<file path="src/rtl/core/dnlc_pkg.sv">
// ----------------------------------------------------------------------------
// dnlc_pkg: shared types and constants of the day/night lamp controller
// Holds the mode, item kind, event and register index codes and the widths.
// ----------------------------------------------------------------------------
package dnlc_pkg;

	// Bits of the light reading and threshold that take part in the compare.
	localparam int LIGHT_BITS = 10;

	localparam int LEVEL_W   = 10;
	localparam int HOLD_W    = 16;
	localparam int OFF_W     = 24;
	localparam int CFG_IDX_W = 2;
	localparam int CFG_DAT_W = 24;

	// Only the low bits present in both operands can take part in the compare.
	localparam int CMP_BITS = (LIGHT_BITS < LEVEL_W) ? LIGHT_BITS : LEVEL_W;

	localparam logic [LEVEL_W-1:0] RST_LIGHT_THRESHOLD   = 10'd250;
	localparam logic [HOLD_W-1:0]  RST_LIGHT_HOLD_TICKS  = 16'd6000;
	localparam logic [HOLD_W-1:0]  RST_BUTTON_HOLD_TICKS = 16'd25;
	localparam logic [OFF_W-1:0]   RST_OFF_TIMEOUT_TICKS = 24'd1440000;

	typedef enum logic [1:0] {
		MODE_DAY_OFF   = 2'd0,
		MODE_DAY_ON    = 2'd1,
		MODE_NIGHT_OFF = 2'd2,
		MODE_NIGHT_ON  = 2'd3
	} mode_t;

	typedef enum logic [1:0] {
		FUNC_TICK   = 2'd0,
		FUNC_BUTTON = 2'd1,
		FUNC_SHAKE  = 2'd2,
		FUNC_LIGHT  = 2'd3
	} func_t;

	typedef enum logic [2:0] {
		EV_NONE    = 3'd0,
		EV_BUTTON  = 3'd1,
		EV_SHAKE   = 3'd2,
		EV_BRIGHT  = 3'd3,
		EV_DARK    = 3'd4,
		EV_TIMEOUT = 3'd5
	} event_t;

	typedef enum logic [CFG_IDX_W-1:0] {
		REG_LIGHT_THRESHOLD   = 2'd0,
		REG_LIGHT_HOLD_TICKS  = 2'd1,
		REG_BUTTON_HOLD_TICKS = 2'd2,
		REG_OFF_TIMEOUT_TICKS = 2'd3
	} reg_idx_t;

endpackage

</file>
<file path="src/rtl/core/day_night_lamp_controller_unit.sv">
// ----------------------------------------------------------------------------
// day_night_lamp_controller_unit: four-state day/night lamp controller
// A word passes the input register, then the result register; one word per cycle unless out_stall holds it.
// The input register and the result register each advance by one whole word.
// Reset puts the lamp in day-off, clears the hold-offs, arms the off timeout.
// ----------------------------------------------------------------------------
module day_night_lamp_controller_unit (
	input  logic                              clk,
	input  logic                              arst_n,
	// Configuration write port.
	input  logic                              cfg_we,
	input  logic [dnlc_pkg::CFG_IDX_W-1:0]    cfg_index,
	input  logic [dnlc_pkg::CFG_DAT_W-1:0]    cfg_data,
	// Input channel.
	input  logic                              in_valid,
	output logic                              in_stall,
	input  logic [1:0]                        func,
	input  logic [dnlc_pkg::LEVEL_W-1:0]      light_level,
	// Result channel.
	output logic                              out_valid,
	input  logic                              out_stall,
	output logic [1:0]                        lamp_mode,
	output logic                              leds_on,
	output logic                              mode_changed,
	output logic                              timeout_fired
);

	// Configuration registers.
	logic [dnlc_pkg::LEVEL_W-1:0] light_threshold_q;
	logic [dnlc_pkg::HOLD_W-1:0]  light_hold_ticks_q;
	logic [dnlc_pkg::HOLD_W-1:0]  button_hold_ticks_q;
	logic [dnlc_pkg::OFF_W-1:0]   off_timeout_ticks_q;

	// Controller state.
	dnlc_pkg::mode_t              mode_q;
	logic [dnlc_pkg::HOLD_W-1:0]  light_hold_left_q;
	logic [dnlc_pkg::HOLD_W-1:0]  button_hold_left_q;
	logic [dnlc_pkg::OFF_W-1:0]   off_count_left_q;
	logic                         off_armed_q;

	// Input register stage.
	logic                         valid_s1;
	dnlc_pkg::func_t              func_s1;
	logic [dnlc_pkg::LEVEL_W-1:0] level_s1;

	// Result register.
	logic                         out_valid_q;
	dnlc_pkg::mode_t              lamp_mode_q;
	logic                         mode_changed_q;
	logic                         timeout_fired_q;

	// Step logic.
	logic                         adv_s1;
	logic                         take_in;
	dnlc_pkg::event_t             ev;
	logic                         fire;
	logic [dnlc_pkg::HOLD_W-1:0]  light_hold_tick;
	logic [dnlc_pkg::HOLD_W-1:0]  button_hold_tick;
	logic                         btn_ok;
	logic                         dark_ok;
	logic                         bright_ok;
	dnlc_pkg::mode_t              mode_nxt;
	logic                         changed;
	logic [dnlc_pkg::HOLD_W-1:0]  light_hold_nxt;
	logic [dnlc_pkg::HOLD_W-1:0]  button_hold_nxt;
	logic [dnlc_pkg::OFF_W-1:0]   off_count_nxt;
	logic                         off_armed_nxt;

	// The word in the input register moves on whenever the result register is
	// free or its word is being taken in this cycle. The input register takes a
	// new word whenever it is empty or its word moves on, so a waiting result
	// does not stop the input side until both registers are full.
	assign adv_s1   = valid_s1 && (!out_valid_q || !out_stall);
	assign in_stall = valid_s1 && !adv_s1;
	assign take_in  = in_valid && !in_stall;

	// Configuration writes land directly in the registers. Every index of the
	// two-bit port names a register, so no write is dropped.
	always_ff @(posedge clk or negedge arst_n) begin
		if (!arst_n) begin
			light_threshold_q   <= dnlc_pkg::RST_LIGHT_THRESHOLD;
			light_hold_ticks_q  <= dnlc_pkg::RST_LIGHT_HOLD_TICKS;
			button_hold_ticks_q <= dnlc_pkg::RST_BUTTON_HOLD_TICKS;
			off_timeout_ticks_q <= dnlc_pkg::RST_OFF_TIMEOUT_TICKS;
		end else if (cfg_we) begin
			case (dnlc_pkg::reg_idx_t'(cfg_index))
				dnlc_pkg::REG_LIGHT_THRESHOLD: begin
					light_threshold_q <= cfg_data[dnlc_pkg::LEVEL_W-1:0];
				end
				dnlc_pkg::REG_LIGHT_HOLD_TICKS: begin
					light_hold_ticks_q <= cfg_data[dnlc_pkg::HOLD_W-1:0];
				end
				dnlc_pkg::REG_BUTTON_HOLD_TICKS: begin
					button_hold_ticks_q <= cfg_data[dnlc_pkg::HOLD_W-1:0];
				end
				dnlc_pkg::REG_OFF_TIMEOUT_TICKS: begin
					off_timeout_ticks_q <= cfg_data[dnlc_pkg::OFF_W-1:0];
				end
				default: begin
				end
			endcase
		end
	end

	// Input register.
	always_ff @(posedge clk or negedge arst_n) begin
		if (!arst_n) begin
			valid_s1 <= 1'b0;
		end else if (!valid_s1 || adv_s1) begin
			valid_s1 <= in_valid;
		end
	end

	always_ff @(posedge clk) begin
		if (take_in) begin
			func_s1  <= dnlc_pkg::func_t'(func);
			level_s1 <= light_level;
		end
	end

	// Event decode. A tick first counts the hold-offs down, then the armed off
	// counter; the timeout fires when that counter would reach zero, which also
	// covers a timeout that was configured as zero.
	always_comb begin
		light_hold_tick  = light_hold_left_q;
		button_hold_tick = button_hold_left_q;
		fire             = 1'b0;
		ev               = dnlc_pkg::EV_NONE;
		case (func_s1)
			dnlc_pkg::FUNC_TICK: begin
				if (light_hold_left_q != '0) begin
					light_hold_tick = light_hold_left_q - 16'd1;
				end
				if (button_hold_left_q != '0) begin
					button_hold_tick = button_hold_left_q - 16'd1;
				end
				if (off_armed_q && (off_count_left_q <= 24'd1)) begin
					fire = 1'b1;
					ev   = dnlc_pkg::EV_TIMEOUT;
				end
			end
			dnlc_pkg::FUNC_BUTTON: begin
				ev = dnlc_pkg::EV_BUTTON;
			end
			dnlc_pkg::FUNC_SHAKE: begin
				ev = dnlc_pkg::EV_SHAKE;
			end
			default: begin
				if (level_s1[dnlc_pkg::CMP_BITS-1:0] >
				    light_threshold_q[dnlc_pkg::CMP_BITS-1:0]) begin
					ev = dnlc_pkg::EV_BRIGHT;
				end else begin
					ev = dnlc_pkg::EV_DARK;
				end
			end
		endcase
	end

	// Next mode. Button and light events count only once their hold-off has
	// run out; shake and timeout are never held off.
	assign btn_ok    = (ev == dnlc_pkg::EV_BUTTON) && (button_hold_tick == '0);
	assign dark_ok   = (ev == dnlc_pkg::EV_DARK) && (light_hold_tick == '0);
	assign bright_ok = (ev == dnlc_pkg::EV_BRIGHT) && (light_hold_tick == '0);

	always_comb begin
		mode_nxt = mode_q;
		case (mode_q)
			dnlc_pkg::MODE_DAY_OFF: begin
				if (btn_ok || ev == dnlc_pkg::EV_SHAKE) begin
					mode_nxt = dnlc_pkg::MODE_DAY_ON;
				end else if (dark_ok) begin
					mode_nxt = dnlc_pkg::MODE_NIGHT_ON;
				end
			end
			dnlc_pkg::MODE_DAY_ON: begin
				if (btn_ok) begin
					mode_nxt = dnlc_pkg::MODE_DAY_OFF;
				end else if (dark_ok) begin
					mode_nxt = dnlc_pkg::MODE_NIGHT_ON;
				end
			end
			dnlc_pkg::MODE_NIGHT_OFF: begin
				if (btn_ok || ev == dnlc_pkg::EV_SHAKE) begin
					mode_nxt = dnlc_pkg::MODE_NIGHT_ON;
				end else if (bright_ok) begin
					mode_nxt = dnlc_pkg::MODE_DAY_OFF;
				end
			end
			default: begin
				if (btn_ok || ev == dnlc_pkg::EV_TIMEOUT) begin
					mode_nxt = dnlc_pkg::MODE_NIGHT_OFF;
				end else if (bright_ok) begin
					mode_nxt = dnlc_pkg::MODE_DAY_OFF;
				end
			end
		endcase
	end

	// Counter updates. A transition restarts only the hold-off of the event
	// kind that caused it, and every entry into night-on rearms the timeout.
	always_comb begin
		changed         = (mode_nxt != mode_q);
		light_hold_nxt  = light_hold_tick;
		button_hold_nxt = button_hold_tick;
		off_count_nxt   = off_count_left_q;
		off_armed_nxt   = off_armed_q;
		if (fire) begin
			off_count_nxt = '0;
			off_armed_nxt = 1'b0;
		end else if (func_s1 == dnlc_pkg::FUNC_TICK && off_armed_q) begin
			off_count_nxt = off_count_left_q - 24'd1;
		end
		if (changed) begin
			if (mode_nxt == dnlc_pkg::MODE_NIGHT_ON) begin
				off_count_nxt = off_timeout_ticks_q;
				off_armed_nxt = 1'b1;
			end
			if (ev == dnlc_pkg::EV_BRIGHT || ev == dnlc_pkg::EV_DARK) begin
				light_hold_nxt = light_hold_ticks_q;
			end else if (ev == dnlc_pkg::EV_BUTTON) begin
				button_hold_nxt = button_hold_ticks_q;
			end
		end
	end

	// The controller state moves exactly once per word, as it leaves the input
	// register for the result register.
	always_ff @(posedge clk or negedge arst_n) begin
		if (!arst_n) begin
			mode_q             <= dnlc_pkg::MODE_DAY_OFF;
			light_hold_left_q  <= '0;
			button_hold_left_q <= '0;
			off_count_left_q   <= dnlc_pkg::RST_OFF_TIMEOUT_TICKS;
			off_armed_q        <= 1'b1;
		end else if (adv_s1) begin
			mode_q             <= mode_nxt;
			light_hold_left_q  <= light_hold_nxt;
			button_hold_left_q <= button_hold_nxt;
			off_count_left_q   <= off_count_nxt;
			off_armed_q        <= off_armed_nxt;
		end
	end

	// Result register.
	always_ff @(posedge clk or negedge arst_n) begin
		if (!arst_n) begin
			out_valid_q <= 1'b0;
		end else if (!out_valid_q || !out_stall) begin
			out_valid_q <= valid_s1;
		end
	end

	always_ff @(posedge clk) begin
		if (adv_s1) begin
			lamp_mode_q     <= mode_nxt;
			mode_changed_q  <= changed;
			timeout_fired_q <= fire;
		end
	end

	assign out_valid     = out_valid_q;
	assign lamp_mode     = lamp_mode_q;
	assign leds_on       = lamp_mode_q[0];
	assign mode_changed  = mode_changed_q;
	assign timeout_fired = timeout_fired_q;

endmodule

</file>
<file path="config.mk">
export PLATFORM = sky130hd
export DESIGN_NAME = day_night_lamp_controller_unit
export DESIGN_NICKNAME = d
export VERILOG_FILES = /design/src/rtl/core/dnlc_pkg.sv /design/src/rtl/core/day_night_lamp_controller_unit.sv
export SDC_FILE = /design/constraint.sdc
export NUM_CORES = 1
export LEC_CHECK = 0
export BUFFER_PORTS_ARGS = -buffer_cell sky130_fd_sc_hd__buf_2
export CORE_MARGIN = 3
export CORE_UTILIZATION = 50
export CTS_CLUSTER_SIZE = 10
export DETAILED_ROUTE_END_ITERATION = 10
export GPL_TIMING_DRIVEN = 0
export PLACE_DENSITY = 0.68
export SYNTH_ARGS = -nofsm -noshare
export SYNTH_HDL_FRONTEND = slang
export SYNTH_SLANG_ARGS = --single-unit
export TNS_END_PERCENT = 20
</file>
<file path="constraint.sdc">
create_clock -name clk -period 9.43 [get_ports clk]
set_clock_uncertainty 0.05 [all_clocks]
set_input_delay 1.4145 -clock clk [delete_from_list [all_inputs] [get_ports clk]]
set_output_delay 1.4145 -clock clk [all_outputs]
set_load 0.005 [all_outputs]
</file>
==> results.sh, run 1 <==
export IMPL_endpoint_kind="register"
export IMPL_cts_repair_timing_setup_buffer_count=0
export IMPL_final_replace_weighted_congestion=0.935
export IMPL_run_status="complete, no violations"
export IMPL_maxCapViolCount=0
export IMPL_drc=0
export IMPL_sum_of_routed_wire_length_over_all_layers_um=21100
export IMPL_cts_hold_fix_buffers=0
export IMPL_die_area_sq_mm=0.0166
export IMPL_finish_instance_area_sq_mm=0.00861
export IMPL_placedInstanceArea_sq_mm=0.00804
export IMPL_setup_viol=0
export IMPL_timing_final_crit_period_ps=5000
export IMPL_grt_setup_unrepaired="no"
export IMPL_post_drt_wl_per_cell_um=20.5
export IMPL_ff2ff_setup_slack_ps=4430
export IMPL_post_synth_top_area_cell="dfrtp_1"
export IMPL_dr_total_vias=6371
export IMPL_final_max_slew_violation_count=0
export IMPL_yosysWarningCount=0
export IMPL_worst_r2r_endpoint="off_count_left_q[10]"
export IMPL_critical_path_max_fanout=10
export IMPL_grt_total_usage=0.264
export IMPL_fmaxAchievable_mhz=200
export IMPL_yosys_area_top_type_share=0.306
export IMPL_fp_row_count=44
export IMPL_synth_flop_cell="dfrtp_1"
export IMPL_drive_above_1_share=0.236
export IMPL_timing_max_slew_rel_slack=0.201
export IMPL_initial_util=0.514
export IMPL_syn_inst_count=764
export IMPL_synth_async_sr_flop_share=0.888
export IMPL_wl_met1_um=9320
export IMPL_tritoncts="yes"
export IMPL_synth_cell_type_count=63
export IMPL_grt_overflow_total=0
export IMPL_numCtsBuffers=17
export IMPL_grt_pass1_wl_um=33800
export IMPL_regToRegStartpoint="light_hold_left_q[0]"
export IMPL_holdCritPathClass="register to register"
export IMPL_whs_ps=437
export IMPL_die_width_um=129
export IMPL_r2r_depth=13
export IMPL_required_time_at_the_endpoint_of_the_critical_path_ps=9740
export IMPL_clkSinkCount=143
export IMPL_detailed_place_hpwl_um=15000
export IMPL_insertion_delay_ps=420
export IMPL_syn_area_sq_mm=0.00753
export IMPL_worst_slew_pin_slew_ps=1190
export IMPL_detail_route_first_pass_iterations=7
export IMPL_cts_root_buffer="clkbuf_16"
export IMPL_timing_worst_setup_path_type="register to register"
export IMPL_hold_sp="off_timeout_ticks_q[3]"
export IMPL_floorplan_core_area_sq_mm=0.0146
export IMPL_net_count_after_synthesis=821
export IMPL_synth_seq_area_share=0.492
export IMPL_drt_initial_drc_count=724
export IMPL_irDropWorstVdd_mv=0.130
export IMPL_yosys_top_cells_area="dfrtp_1 (31%), dfstp_2 (12%), mux2_2 (9.0%)"
export IMPL_cellLeakagePower_nw=3.51
export IMPL_met2_wirelength_um=9920
export IMPL_die_h_um=129
export IMPL_detail_route_antenna_nets=0
export IMPL_io_pins=50
export IMPL_worst_endpoint_arrival_ps=5310
export IMPL_first_global_vias=6313
export IMPL_power_density_cell_area_mw_per_mm2=219
export IMPL_design_final_nets=890
export IMPL_buffer_depth_of_the_longest_clock_path=2
export IMPL_maximum_number_of_pins_on_one_net_before_global_route_repair=69
export IMPL_antenna_violations_before_repair=1
export IMPL_totalNegativeSetupSlack_ps=0
export IMPL_synth_edff_count=16
export IMPL_yosys_register_bits=143
export IMPL_top_signal_layer_used="met4"
export IMPL_n_antenna_cell=0
export IMPL_route_met3_wl_um=1400
export IMPL_io_buffers=49
export IMPL_fillCellCount=1286
export IMPL_routed_via_density=6.19
export IMPL_worst_setup_path_start_kind="register"
export IMPL_finalCritPeriodShare=0.531
export IMPL_timing_final_hold_violations=0
export IMPL_worst_hold_path_endpoint="off_count_left_q[3]"
export IMPL_min_path_cells=1
export IMPL_clock_tree_htree_level_count=4
export IMPL_area_growth_pct=14.3
export IMPL_path_clk_slew_ps=60
export IMPL_post_synth_cell_area_avg_sq_um=9.86
export IMPL_post_cts_resized=0
[metal layers]
| layer | GRT usage | up-vias |
|---|---|---|
| li1 | - | 2967 |
| met1 | 0.370 | 3148 |
| met2 | 0.414 | 220 |
| met3 | 0.0552 | 36 |
| met4 | 0.0865 | 0 |
| met5 | 0 | - |
[report_power, final]
group | internal (W) | total [W] | leakage [nW] | switching, W
sequential | 0.000748 | 0.000857 | 1.58 | 0.000108
combinational | 0.000162 | 0.000373 | 1.65 | 0.000211
clock | 0.000375 | 0.000655 | 0.275 | 0.000279
total | 0.00129 | 0.00188 | 3.51 | 0.000599
[layout make-up]
cell class	instances	area, sq um	share of cell area
Multi-Input combinational cell	550	3540	0.412
Tap cell	184	230	0.0267
Buffer	37	158	0.0183
Clock inverter	13	126	0.0147
Timing Repair Buffer	50	279	0.0324
Inverter	34	128	0.0148
Sequential cell	143	3700	0.430
Clock buffer	19	443	0.0514
[synth_stat cells (all sizes together) (4+ instances only)]
cell type and n:
a211o 6, a21o 6, a21oi 46, a31oi 11, a32oi 4, and2 4
and3 7, buf 8, clkbuf 29, dfrtp 92, dfstp 35, edfxtp 16
ha 14, inv 34, mux2 60, nand2 80, nand2b 10, nand3 38
nand4 8, nor2 45, nor3 25, nor3b 6, nor4 24, o211ai 8
o21ai 62, o22ai 7, o41ai 4, or3 10, or4 12, xnor2 5
[cells in the final DEF, fill, tap and decap left out, types with 4 or more instances in the layout]
| cell type | count |
|---|---|
| a211o_1 | 6 |
| a21o_1 | 6 |
| a21oi_1 | 46 |
| a31oi_1 | 11 |
| a32oi_1 | 4 |
| and2_1 | 4 |
| and3_1 | 7 |
| buf_2 | 54 |
| clkbuf_1 | 30 |
| clkbuf_16 | 17 |
| dfrtp_1 | 92 |
| dfstp_2 | 35 |
| edfxtp_1 | 16 |
| ha_1 | 14 |
| inv_1 | 34 |
| inv_6 | 5 |
| mux2_2 | 60 |
| nand2_1 | 80 |
| nand2b_1 | 10 |
| nand3_1 | 38 |
| nand4_1 | 8 |
| nor2_1 | 45 |
| nor3_1 | 25 |
| nor3b_1 | 6 |
| nor4_1 | 23 |
| o211ai_1 | 8 |
| o21ai_0 | 57 |
| o22ai_1 | 7 |
| o41ai_1 | 4 |
| or3_1 | 10 |
| or4_1 | 8 |
| or4_4 | 4 |
| xnor2_1 | 5 |
[worst max-delay path by stage]
stage	from	endpoint	slack [ps]	depth (start not counted)
final	light_hold_left_q[0]	off_count_left_q[10]	4430	13
after global routing	light_hold_left_q[0]	off_count_left_q[10]	4230	13
after CTS	light_hold_left_q[0]	off_count_left_q[10]	4460	13
after detailed placement	light_hold_left_q[0]	off_count_left_q[10]	4480	13
after global placement	light_hold_left_q[0]	off_count_left_q[10]	4540	13
after floorplan	light_hold_left_q[0]	off_count_left_q[4]	5520	13
[kinds of logic (layout without fill, tap and decap cells)]
logic type / count (synthesis) / count (layout) / synth area share
buffers and inverters: 71 / 153 / 0.0379
adders and majority gates: 14 / 14 / 0.0233
AOI/OAI and AO/OA: 181 / 181 / 0.151
and+or+nand+nor: 286 / 286 / 0.196
xor gates and xnor gates: 7 / 7 / 0.00814
DFF: 143 / 143 / 0.492
muxes: 62 / 62 / 0.0924
[stage by stage]
step	util	power, W	std cells	worst slack, ps
detailed placement	0.549	0.00123	998	4480
global placement	0.547	0.00122	997	4540
floorplan	-	0.00110	764	5520
global route	0.588	0.00198	1030	4230
finish	0.588	0.00188	1030	4430
CTS	0.588	0.00189	1030	4460
[critical path, stage by stage, from the launching register on]
cell	delay [ps]
dfrtp_1	440
inv_1	100
ha_1	230
or3b_2	450
clkbuf_1	220
nor4_1	340
mux2_2	380
a21o_1	170
nor4_2	600
mux2_2	450
a211oi_1	630
clkbuf_1	530
nand3_1	200
nand4_1	130
[registers in the layout, summed over array words and instances (netlist names), 10 cells and up]
signal	flops
button_hold_left_q	16
button_hold_ticks_q	16
level_s1	10
light_hold_left_q	16
light_hold_ticks_q	16
light_threshold_q	10
off_count_left_q	24
off_timeout_ticks_q	24
Power figures use the tool's default switching activity.
==> run 2: changes to the inputs <==
--- a/config.mk
+++ b/config.mk
@@ -5,13 +5,14 @@
 export SDC_FILE = /design/constraint.sdc
 export NUM_CORES = 1
 export LEC_CHECK = 0
+export ABC_AREA = 1
 export BUFFER_PORTS_ARGS = -buffer_cell sky130_fd_sc_hd__buf_2
 export CORE_MARGIN = 3
 export CORE_UTILIZATION = 50
 export CTS_CLUSTER_SIZE = 10
 export DETAILED_ROUTE_END_ITERATION = 10
 export GPL_TIMING_DRIVEN = 0
-export PLACE_DENSITY = 0.68
+export PLACE_DENSITY = 0.7
 export SYNTH_ARGS = -nofsm -noshare
 export SYNTH_HDL_FRONTEND = slang
 export SYNTH_SLANG_ARGS = --single-unit
==> constraint.sdc (replaced) <==
create_clock -name clk -period 4.3 [get_ports clk]
set_clock_uncertainty 0.05 [all_clocks]
set_input_delay 0.645 -clock clk [delete_from_list [all_inputs] [get_ports clk]]
set_output_delay 0.645 -clock clk [all_outputs]
set_load 0.005 [all_outputs]
==> run 2 against run 1 <==
Against the previous run: sequential power grew to 2.5 times the previous value; register-to-register slack lost 3500 ps; non-clock buffer count grew 3; core utilization shrank 0.27 points; clock power grew 120%; critical path depth grew 4; first-iteration DRC count shrank 6.6%; die area grew 9.3%; critical path type unchanged; critical endpoint is now off_count_left_q[21].
==> results.sh, run 2 <==
export IMPL_buffer_depth_of_the_longest_clock_path=2
export IMPL_place_inst=1405
export IMPL_yosys_register_bits=143
export IMPL_first_global_vias=7022
export IMPL_cts_hold_fix_buffers=0
export IMPL_tritoncts="yes"
export IMPL_finalCoreUtilization=0.585
export IMPL_totalNegativeSetupSlack_ps=0
export IMPL_timing_max_slew_rel_slack=0.350
export IMPL_endpoint_kind="register"
export IMPL_detail_route_first_pass_iterations=5
export IMPL_synth_cell_type_count=35
export IMPL_floorplan_core_area_sq_mm=0.0161
export IMPL_synth_flop_cell="dfrtp_1"
export IMPL_area_growth_pct=13.7
export IMPL_biggestRegsByFlops="off_count_left_q: 24 flops, off_timeout_ticks_q: 24 flops"
export IMPL_numCtsBuffers=17
export IMPL_placedInstanceArea_sq_mm=0.00882
export IMPL_dr_total_vias=7752
export IMPL_holdCritPathClass="input pin to asynchronous set/reset pin"
export IMPL_cts_root_buffer="clkbuf_16"
export IMPL_io_buffers=49
export IMPL_die_width_um=135
export IMPL_grt_total_usage=0.255
export IMPL_final_replace_weighted_congestion=0.929
export IMPL_synth_async_sr_flop_share=0.888
export IMPL_worst_slew_pin_slew_ps=972
export IMPL_syn_area_sq_mm=0.00827
export IMPL_sum_of_routed_wire_length_over_all_layers_um=22200
export IMPL_post_cts_resized=0
export IMPL_maximum_number_of_pins_on_one_net_before_global_route_repair=76
export IMPL_final_instance_count_excl_fillers=1437
export IMPL_post_synth_top_area_cell="dfrtp_1"
export IMPL_finalCritPeriodShare=0.787
export IMPL_path_clk_slew_ps=60
export IMPL_antenna_violations_before_repair=0
export IMPL_clock_tree_htree_level_count=4
export IMPL_setup_viol=0
export IMPL_post_drt_wl_per_cell_um=15.4
export IMPL_run_status="complete, no violations"
export IMPL_net_count_after_synthesis=1196
export IMPL_power_density_cell_area_mw_per_mm2=641
export IMPL_io_pins=50
export IMPL_die_area_sq_mm=0.0181
export IMPL_syn_inst_count=1139
export IMPL_die_h_um=135
export IMPL_n_antenna_cell=0
export IMPL_grt_pass1_wl_um=36500
export IMPL_required_time_at_the_endpoint_of_the_critical_path_ps=4610
export IMPL_critical_path_max_fanout=9
export IMPL_drc=0
export IMPL_grt_setup_unrepaired="no"
export IMPL_synth_edff_count=16
export IMPL_drt_initial_drc_count=676
export IMPL_timing_final_hold_violations=0
export IMPL_insertion_delay_ps=430
export IMPL_routed_via_density=5.39
export IMPL_irDropWorstVdd_mv=0.348
export IMPL_post_synth_cell_area_avg_sq_um=7.26
export IMPL_synth_most_common_cell="nand2_1"
export IMPL_yosysWarningCount=0
export IMPL_synth_seq_area_share=0.448
export IMPL_worst_setup_path_start_kind="register"
export IMPL_grt_overflow_total=0
export IMPL_maxCapViolCount=0
export IMPL_synth_top_cells_by_count="nand2_1 (308), nor2_1 (142), inv_1 (136), o21ai_0 (131), dfrtp_1 (92)"
export IMPL_yosys_top_cells_area="dfrtp_1 (28%), nand2_1 (14%), dfstp_2 (11%)"
export IMPL_final_max_slew_violation_count=0
export IMPL_design_final_nets=1265
export IMPL_clkSinkCount=143
export IMPL_drive_above_1_share=0.120
export IMPL_detailed_place_hpwl_um=16400
export IMPL_cts_repair_timing_setup_buffer_count=0
export IMPL_fmaxAchievable_mhz=295
export IMPL_finalPower_w=0.00603
export IMPL_final_common_cell="nand2_1"
export IMPL_detail_route_antenna_nets=0
export IMPL_initial_util=0.515
export IMPL_finish_instance_area_sq_mm=0.00940
export IMPL_fp_row_count=46
export IMPL_cellLeakagePower_nw=4.62
export IMPL_worst_endpoint_arrival_ps=3700
export IMPL_yosys_area_top_type_share=0.278
export IMPL_timing_final_crit_period_ps=3390
export IMPL_timing_worst_setup_path_type="register to register"
export IMPL_most_common_layout_cells="nand2_1 (308), nor2_1 (142), inv_1 (136), o21ai_0 (131), dfrtp_1 (92)"
## run 2: cell types whose count changed after synthesis, sizes merged, moves of 20 or more
cell | before | now
inv | 34 | 139
o21ai | 62 | 140
nand3 | 38 | 96
mux2 | 60 | 0
nand2 | 80 | 311
nor4 | 24 | 4
nor2 | 45 | 149
## run 2: final cells by class
type	instances	area, sq um
Buffer	40	196
Clock buffer	19	443
Clock inverter	13	139
Fill cell	1481	6660
Inverter	140	526
Multi-Input combinational cell	816	3840
Sequential cell	143	3700
Tap cell	216	270
Timing Repair Buffer	50	279
## run 2: routing by layer
| metal | track usage | routed length (um) | vias up |
|---|---|---|---|
| met5 | 0 | 0 | - |
| met4 | 0.0684 | 369 | 0 |
| met3 | 0.0455 | 1600 | 30 |
| met2 | 0.379 | 9680 | 264 |
| met1 | 0.388 | 10500 | 3630 |
| li1 | - | - | 3828 |
## run 2: worst paths after layout
kind,start,to,slack [ps],cells past startpoint
setup / recovery,func_s1[0],off_count_left_q[21],910,17
hold / removal,arst_n,button_hold_left_q[6],130,1
setup reg to reg,func_s1[0],off_count_left_q[21],910,17
hold reg to reg,valid_s1,out_valid,420,2
max in group asynchronous,arst_n,off_armed_q,3280,2
min in group clk,light_level[7],level_s1[7],330,1
## run 2: kinds of logic (layout without fill, tap and decap cells)
| group | count (synthesis) | after routing | synth area share |
|---|---|---|---|
| flip-flops | 143 | 143 | 0.448 |
| AO/OA/AOI/OAI | 193 | 193 | 0.123 |
| buffers and inverters | 180 | 262 | 0.0873 |
| XOR/XNOR | 17 | 17 | 0.0180 |
| AND/OR/NAND/NOR | 592 | 592 | 0.303 |
| adder cells (fa/ha/maj) | 14 | 14 | 0.0212 |
## run 2: worst max-delay path, stage by stage (launching register included)
cell      delay (ps)
edfxtp_1         470
inv_1            130
nand2_1          360
nor2_1           370
inv_1            150
nor2_1           220
nand3_1          170
nor4_1           220
nand2_1           90
nor2_1           170
nand3_1          160
nor2_1           220
nand2_1          100
a21oi_1          130
o21ai_0           90
nand2_1           70
nand3_1           70
nand2_1           70
## run 2: per-stage QoR
step           setup slack [ps]  hold slack, ps
6_report                    914             127
5_1_grt                     554             164
3_3_place_gp                777             400
2_1_floorplan              1690             299
4_1_cts                    1040             145
3_5_place_dp               1080             410
## run 2: power by group
group / leakage (nW) / switching (W) / internal (W) / total (W)
logic: 2.66 / 0.00158 / 0.000828 / 0.00241
clock network: 0.284 / 0.000601 / 0.000871 / 0.00147
registers: 1.68 / 0.000354 / 0.00179 / 0.00215
